$ cat src/design/zpsf_pkg.sv
// shared types, constants and helpers of the zero-phase smoothing filter
// no dependencies; imported by every module of the block

package zpsf_pkg;

  localparam int unsigned DEPTH_DEFAULT = 1024;

  localparam int unsigned SAMPLE_W = 16;
  localparam int unsigned LEVEL_W  = 15;
  localparam int unsigned COUNT_W  = 11;
  localparam int unsigned PASS_W   = 8;
  localparam int unsigned SUM_W    = 18;
  localparam int unsigned DIV_W    = 3;
  localparam int unsigned RECIP_W  = 19;
  localparam int unsigned RECIP_SH = 20;
  localparam int unsigned PROD_W   = SUM_W + RECIP_W;
  localparam int unsigned QUOT_W   = PROD_W - RECIP_SH;
  localparam int unsigned REM_W    = QUOT_W + DIV_W;

  localparam logic [PASS_W-1:0]  PASS_RESET = 8'd1;
  localparam logic [LEVEL_W-1:0] MIN_RESET  = 15'h7FFF;
  localparam logic [LEVEL_W-1:0] MAX_RESET  = 15'h0000;

  // divisors: weight sum actually used
  localparam logic [DIV_W-1:0] DIV3 = 3'd3;
  localparam logic [DIV_W-1:0] DIV5 = 3'd5;
  localparam logic [DIV_W-1:0] DIV6 = 3'd6;

  // floor(2^RECIP_SH / d)
  localparam logic [RECIP_W-1:0] RECIP3 = 19'd349525;
  localparam logic [RECIP_W-1:0] RECIP5 = 19'd209715;
  localparam logic [RECIP_W-1:0] RECIP6 = 19'd174762;

  typedef enum logic [1:0] {
    OP_LOAD   = 2'd0,
    OP_SMOOTH = 2'd1,
    OP_READ   = 2'd2,
    OP_NOP    = 2'd3
  } zpsf_op_e;

  typedef enum logic [2:0] {
    ST_IDLE,
    ST_BWD_INIT,
    ST_BWD_RUN,
    ST_BWD_DRAIN,
    ST_FWD_INIT,
    ST_FWD_RUN,
    ST_FWD_DRAIN,
    ST_DONE
  } zpsf_state_e;

  typedef struct packed {
    zpsf_op_e                    operation;
    logic signed [SAMPLE_W-1:0]  sample_in;
  } zpsf_in_t;

  typedef struct packed {
    logic signed [SAMPLE_W-1:0]  sample_out;
    logic                        is_last;
    logic [LEVEL_W-1:0]          max_level;
    logic [LEVEL_W-1:0]          min_level;
    logic [COUNT_W-1:0]          sample_count;
    logic                        overflow;
  } zpsf_out_t;

  // controller to datapath
  typedef struct packed {
    logic load;
    logic read;
    logic smooth;
    logic respond;
    logic pass_init;
    logic pass_fwd;
    logic issue;
  } zpsf_cmd_t;

  // datapath to controller
  typedef struct packed {
    logic empty;
    logic idx_last;
    logic pipe_busy;
  } zpsf_sts_t;

  function automatic logic [RECIP_W-1:0] recip(input logic [DIV_W-1:0] d);
    logic [RECIP_W-1:0] r;
    case (d)
      DIV5:    r = RECIP5;
      DIV6:    r = RECIP6;
      default: r = RECIP3;
    endcase
    return r;
  endfunction

endpackage

$ cat src/design/zpsf_ctrl.sv
// controller of the smoothing filter: command decode, pass sequencing, config register
// depends on zpsf_pkg

module zpsf_ctrl import zpsf_pkg::*; (
  input  logic                clk_i,
  input  logic                rst_ni,
  input  logic                start,
  output logic                busy,
  input  zpsf_op_e            op_i,
  input  logic                cfg_valid_i,
  output logic                cfg_ready_o,
  input  logic [PASS_W-1:0]   cfg_data_i,
  input  zpsf_sts_t           sts_i,
  output zpsf_cmd_t           cmd_o
);

  zpsf_state_e         state_q, state_d;
  logic [PASS_W-1:0]   pass_cnt_q;
  logic [PASS_W-1:0]   round_q;
  logic                smooth_acc;

  assign busy        = (state_q != ST_IDLE);
  assign cfg_ready_o = (state_q == ST_IDLE);
  assign smooth_acc  = (state_q == ST_IDLE) && start && (op_i == OP_SMOOTH);

  always_ff @(posedge clk_i or negedge rst_ni) begin
    if (!rst_ni) begin
      state_q    <= ST_IDLE;
      pass_cnt_q <= PASS_RESET;
      round_q    <= '0;
    end else begin
      state_q <= state_d;
      if (cfg_valid_i && cfg_ready_o) begin
        pass_cnt_q <= cfg_data_i;
      end
      if (smooth_acc) begin
        round_q <= pass_cnt_q;
      end else if (state_q == ST_FWD_DRAIN && !sts_i.pipe_busy) begin
        round_q <= round_q - PASS_W'(1);
      end
    end
  end

  // next state
  always_comb begin
    state_d = state_q;
    case (state_q)
      ST_IDLE: begin
        if (smooth_acc) begin
          state_d = (pass_cnt_q == '0) ? ST_DONE : ST_BWD_INIT;
        end
      end
      ST_BWD_INIT:  state_d = sts_i.empty ? ST_BWD_DRAIN : ST_BWD_RUN;
      ST_BWD_RUN:   if (sts_i.idx_last) state_d = ST_BWD_DRAIN;
      ST_BWD_DRAIN: if (!sts_i.pipe_busy) state_d = ST_FWD_INIT;
      ST_FWD_INIT:  state_d = sts_i.empty ? ST_FWD_DRAIN : ST_FWD_RUN;
      ST_FWD_RUN:   if (sts_i.idx_last) state_d = ST_FWD_DRAIN;
      ST_FWD_DRAIN: begin
        if (!sts_i.pipe_busy) begin
          state_d = (round_q == PASS_W'(1)) ? ST_DONE : ST_BWD_INIT;
        end
      end
      ST_DONE:      state_d = ST_IDLE;
      default:      state_d = ST_IDLE;
    endcase
  end

  // outputs
  always_comb begin
    cmd_o = '0;
    case (state_q)
      ST_IDLE: begin
        cmd_o.load    = start && (op_i == OP_LOAD);
        cmd_o.read    = start && (op_i == OP_READ);
        cmd_o.smooth  = smooth_acc;
        cmd_o.respond = start && (op_i == OP_LOAD || op_i == OP_READ);
      end
      ST_BWD_INIT: cmd_o.pass_init = 1'b1;
      ST_BWD_RUN:  cmd_o.issue = 1'b1;
      ST_FWD_INIT: begin
        cmd_o.pass_init = 1'b1;
        cmd_o.pass_fwd  = 1'b1;
      end
      ST_FWD_RUN: begin
        cmd_o.issue    = 1'b1;
        cmd_o.pass_fwd = 1'b1;
      end
      ST_DONE:     cmd_o.respond = 1'b1;
      default:     cmd_o = '0;
    endcase
  end

endmodule

$ cat config.mk
export PLATFORM = sky130hd
export DESIGN_NAME = zpsf_ctrl
export DESIGN_NICKNAME = d
export VERILOG_FILES = /design/src/design/zpsf_pkg.sv /design/src/design/zpsf_ctrl.sv
export SDC_FILE = /design/constraint.sdc
export NUM_CORES = 1
export LEC_CHECK = 0
export BUFFER_PORTS_ARGS = -buffer_cell sky130_fd_sc_hd__buf_2
export CAP_MARGIN = 20
export CORE_AREA = 5 5 43 72
export CTS_CLUSTER_DIAMETER = 30
export DETAILED_ROUTE_END_ITERATION = 10
export DIE_AREA = 0 0 48 77
export PLACE_DENSITY = 0.74
export SLEW_MARGIN = 20
export SYNTH_ARGS = -nofsm -noshare
export SYNTH_HDL_FRONTEND = slang
export SYNTH_SLANG_ARGS = --single-unit
$ cat constraint.sdc
create_clock -name clk_i -period 3.8 [get_ports clk_i]
set_clock_uncertainty 0.15 [all_clocks]
set_input_delay 0.38 -clock clk_i [delete_from_list [all_inputs] [get_ports clk_i]]
set_output_delay 0.38 -clock clk_i [all_outputs]
set_load 0.01 [all_outputs]
==> results.toml <==
[critical_path]
r2r_start = "state_q[1]"
worst_r2r_path_depth = 4
cpMaxStageDelayCell = "sky130_fd_sc_hd__or3_1"
worst_path_dominant_cell_family = "simple AND/OR/NAND/NOR gates"
worst_setup_path_startpoint = "state_q[1]"
crit_buf_inv = 1
critical_path.endpoint = "cmd_o[4]"
reg2reg_to = "round_q[1]"
regToRegSetupSlack_ns = 1.48
worst_path_largest_cell_delay_ns = 0.52
worst-path-max-fanout = 14
worst_ep_required_time_ns = 3.27
arrival_ns = 2.01
timing.critical_path.cells = "or3_1 -> nor3_4 -> buf_2"
endpoint_kind = "output pin"
critical_path_depth = 3
worst-setup-path-type = "flop to output pin"
start_kind = "flop"

[yosys]
yosys.cell_types.count = 36
avgSynthCellArea_um2 = 9.52
synth.net_count = 139
netlist.top_cell.by_area = "sky130_fd_sc_hd__dfrtp_1"
synth.top_cell.area_share_pct = 39.4
yosys_warnings = 0
synth_cells = 120
netlist_top_cells_area = "sky130_fd_sc_hd__dfrtp_1, sky130_fd_sc_hd__mux2_2, sky130_fd_sc_hd__o21ai_0"
synth.cell_area_um2 = 1140
ys_ff_latch = 19
seq_area_frac_synth_pct = 41.7

[cts]
cts.htree.levels = 1
postCtsSetupRepairBufs = 0
tritoncts_clock_tree = "built"
clock_transition_at_path_regs_ns = 0.07
cts_resized = 0
cts.path.max_buffers = 2
clockRootBuffer = "sky130_fd_sc_hd__clkbuf_8"
cts.sink_count = 19
numCtsBuffers = 3
clock_latency_ns = 0.25
cts_hold_repair.buffers = 1

[final_layout]
layout-area-overhead-vs-synth_pct = 15.7
n_antenna_cell = 0
drive_gt1_share_pct = 29.9
finalNetCount = 164
final_standard_cell_count_with_taps_included_and_fillers_excluded = 170
finalCoreUtilization_pct = 53.7

[global_route]
global_route.usage.total_pct = 15.9
overflow = 0
grt_first_pass_wirelength_um = 4370
antenna_violations_before_repair = 0
number_of_global_route_vias_before_repair = 1011
grt_start_max_net_pins = 20

[die]
die_x_um = 48
die_area_um2 = 3700
floorplan.initialDensity_pct = 46.4
die-height_um = 77
ios = 26
core-area_um2 = 2460
rows = 24

[run]
max_cap_violations = 0

[routing]
antenna_violating_nets_post_route = 0
detail_route.drc_violations = 0
via_count = 1008
wl_um = 2490
drt-vias-per-instance = 5.93
drtPass1Iterations = 4
dr.first_iter.drc_count = 58
wl_per_cell_um = 14.6

[min_path]
worst_hold_path.num_cells = 2
worst_hold_path_type = "primary input to flop"
hold_path.startpoint = "cfg_data_i[7]"

[sta]
final_hold_viol_count = 0
setup_tns_ns = 0
postLayoutSetupSlackWorst_ns = 1.26
max_freq_mhz = 394
rsz_0062_raised_after_global_routing = "false"
post-route-period-util_pct = 66.8
maxSlewHeadroom_pct = 65.1
max_slew.worst_pin.slew_ns = 0.521
setup_viol = 0
timing.final.crit_period_ns = 2.54
timing.hold.ws_ns = 0.206
drv_slew = 0

[placed_design]
finalWeightedCongestion = 0.946
post-place-cells = 165
place.detailed.hpwl_um = 1940
buffer_ports.inserted = 25
dpl_worst_slack_ns = 1.49

[status]
run_status = "complete, no violations"

[pwr]
worst_ir_drop_vdd_mv = 0.505
power.static_leakage_uw = 0.000603
power_density_nw_per_um2 = 791
==> cells in the mapped netlist (all sizes together) <==
library cell and n:
a311oi 1, ha 2, dfstp 1, or4 1, a32oi 4, nor4bb 1
or3 2, buf 5, nand3 1, o31ai 2, o21bai 1, nor2 13
mux2 8, nor4 5, nand2 11, a2111oi 1, a21oi 7, clkbuf 1
o21ai 10, a41oi 1, and2 1, dfrtp 18, a221o 2, nand2b 2
nor3 3, o211ai 1, a2bb2oi 1, inv 7, nor2b 3, xnor2 1
nand3b 3
==> per-layer routing <==
| layer | part of all wire [%] | wire length, um | global-route usage (%) |
|---|---|---|---|
| met1 | 39 | 961 | 18.8 |
| met5 | 0 | 0 | 0 |
| met4 | 3.3 | 82 | 8.36 |
| met3 | 4.9 | 123 | 3.28 |
| met2 | 53 | 1320 | 25.5 |
==> sequential cells by signal, indices dropped and copies added (netlist names) <==
name and cells:
state_q 3, round_q 8, pass_cnt_q 8
==> layout by cell type, fill, tap and decap left out, types with 2 or more instances in the layout <==
cell / instances
sky130_fd_sc_hd__buf_2: 25
sky130_fd_sc_hd__dfrtp_1: 18
sky130_fd_sc_hd__nor2_1: 13
sky130_fd_sc_hd__nand2_1: 11
sky130_fd_sc_hd__o21ai_0: 10
sky130_fd_sc_hd__mux2_2: 8
sky130_fd_sc_hd__inv_1: 7
sky130_fd_sc_hd__a21oi_1: 6
sky130_fd_sc_hd__nor4_1: 4
sky130_fd_sc_hd__a32oi_1: 4
sky130_fd_sc_hd__nand3b_1: 3
sky130_fd_sc_hd__nor2b_1: 3
sky130_fd_sc_hd__clkbuf_8: 3
sky130_fd_sc_hd__or3_1: 2
sky130_fd_sc_hd__nand2b_1: 2
sky130_fd_sc_hd__o31ai_1: 2
sky130_fd_sc_hd__a221o_1: 2
sky130_fd_sc_hd__ha_1: 2
==> through the flow <==
stage / total power (uW) / instance area, um2
global placement: 895 / 1270
finish: 1040 / 1320
floorplan: 786 / 1140
CTS: 1050 / 1320
detailed placement: 908 / 1270
global route: 1140 / 1320
==> worst min path at each step <==
stage | slack [ns] | to
after floorplan | -0.07 | pass_cnt_q[1]
after global placement | 0.18 | round_q[7]
after detailed placement | 0.19 | round_q[7]
after CTS | 0.20 | pass_cnt_q[7]
after global routing | 0.19 | pass_cnt_q[7]
final | 0.21 | pass_cnt_q[7]
==> cell type report <==
type,instances,area (um2)
clock buffer,4,45.0
fill,229,1140
tap,26,32.5
multi-input combinational,88,606
sequential,19,477
inverter,7,26.3
timing repair buffer,26,135
==> cell families after synthesis <==
kind of cell | Yosys count | synth area share, %
compound gates | 31 | 18.8
xor+xnor | 1 | 0.767
fa+ha+maj | 2 | 2.19
buf+inv | 13 | 5.26
flops | 19 | 41.7
mux | 8 | 7.89
simple gates | 46 | 23.3
==> report_power, final <==
part	internal [uW]	switching, uW
clock	74.4	62.3
combinational	221	245
sequential	308	135
(Power assumes the default switching activity.)
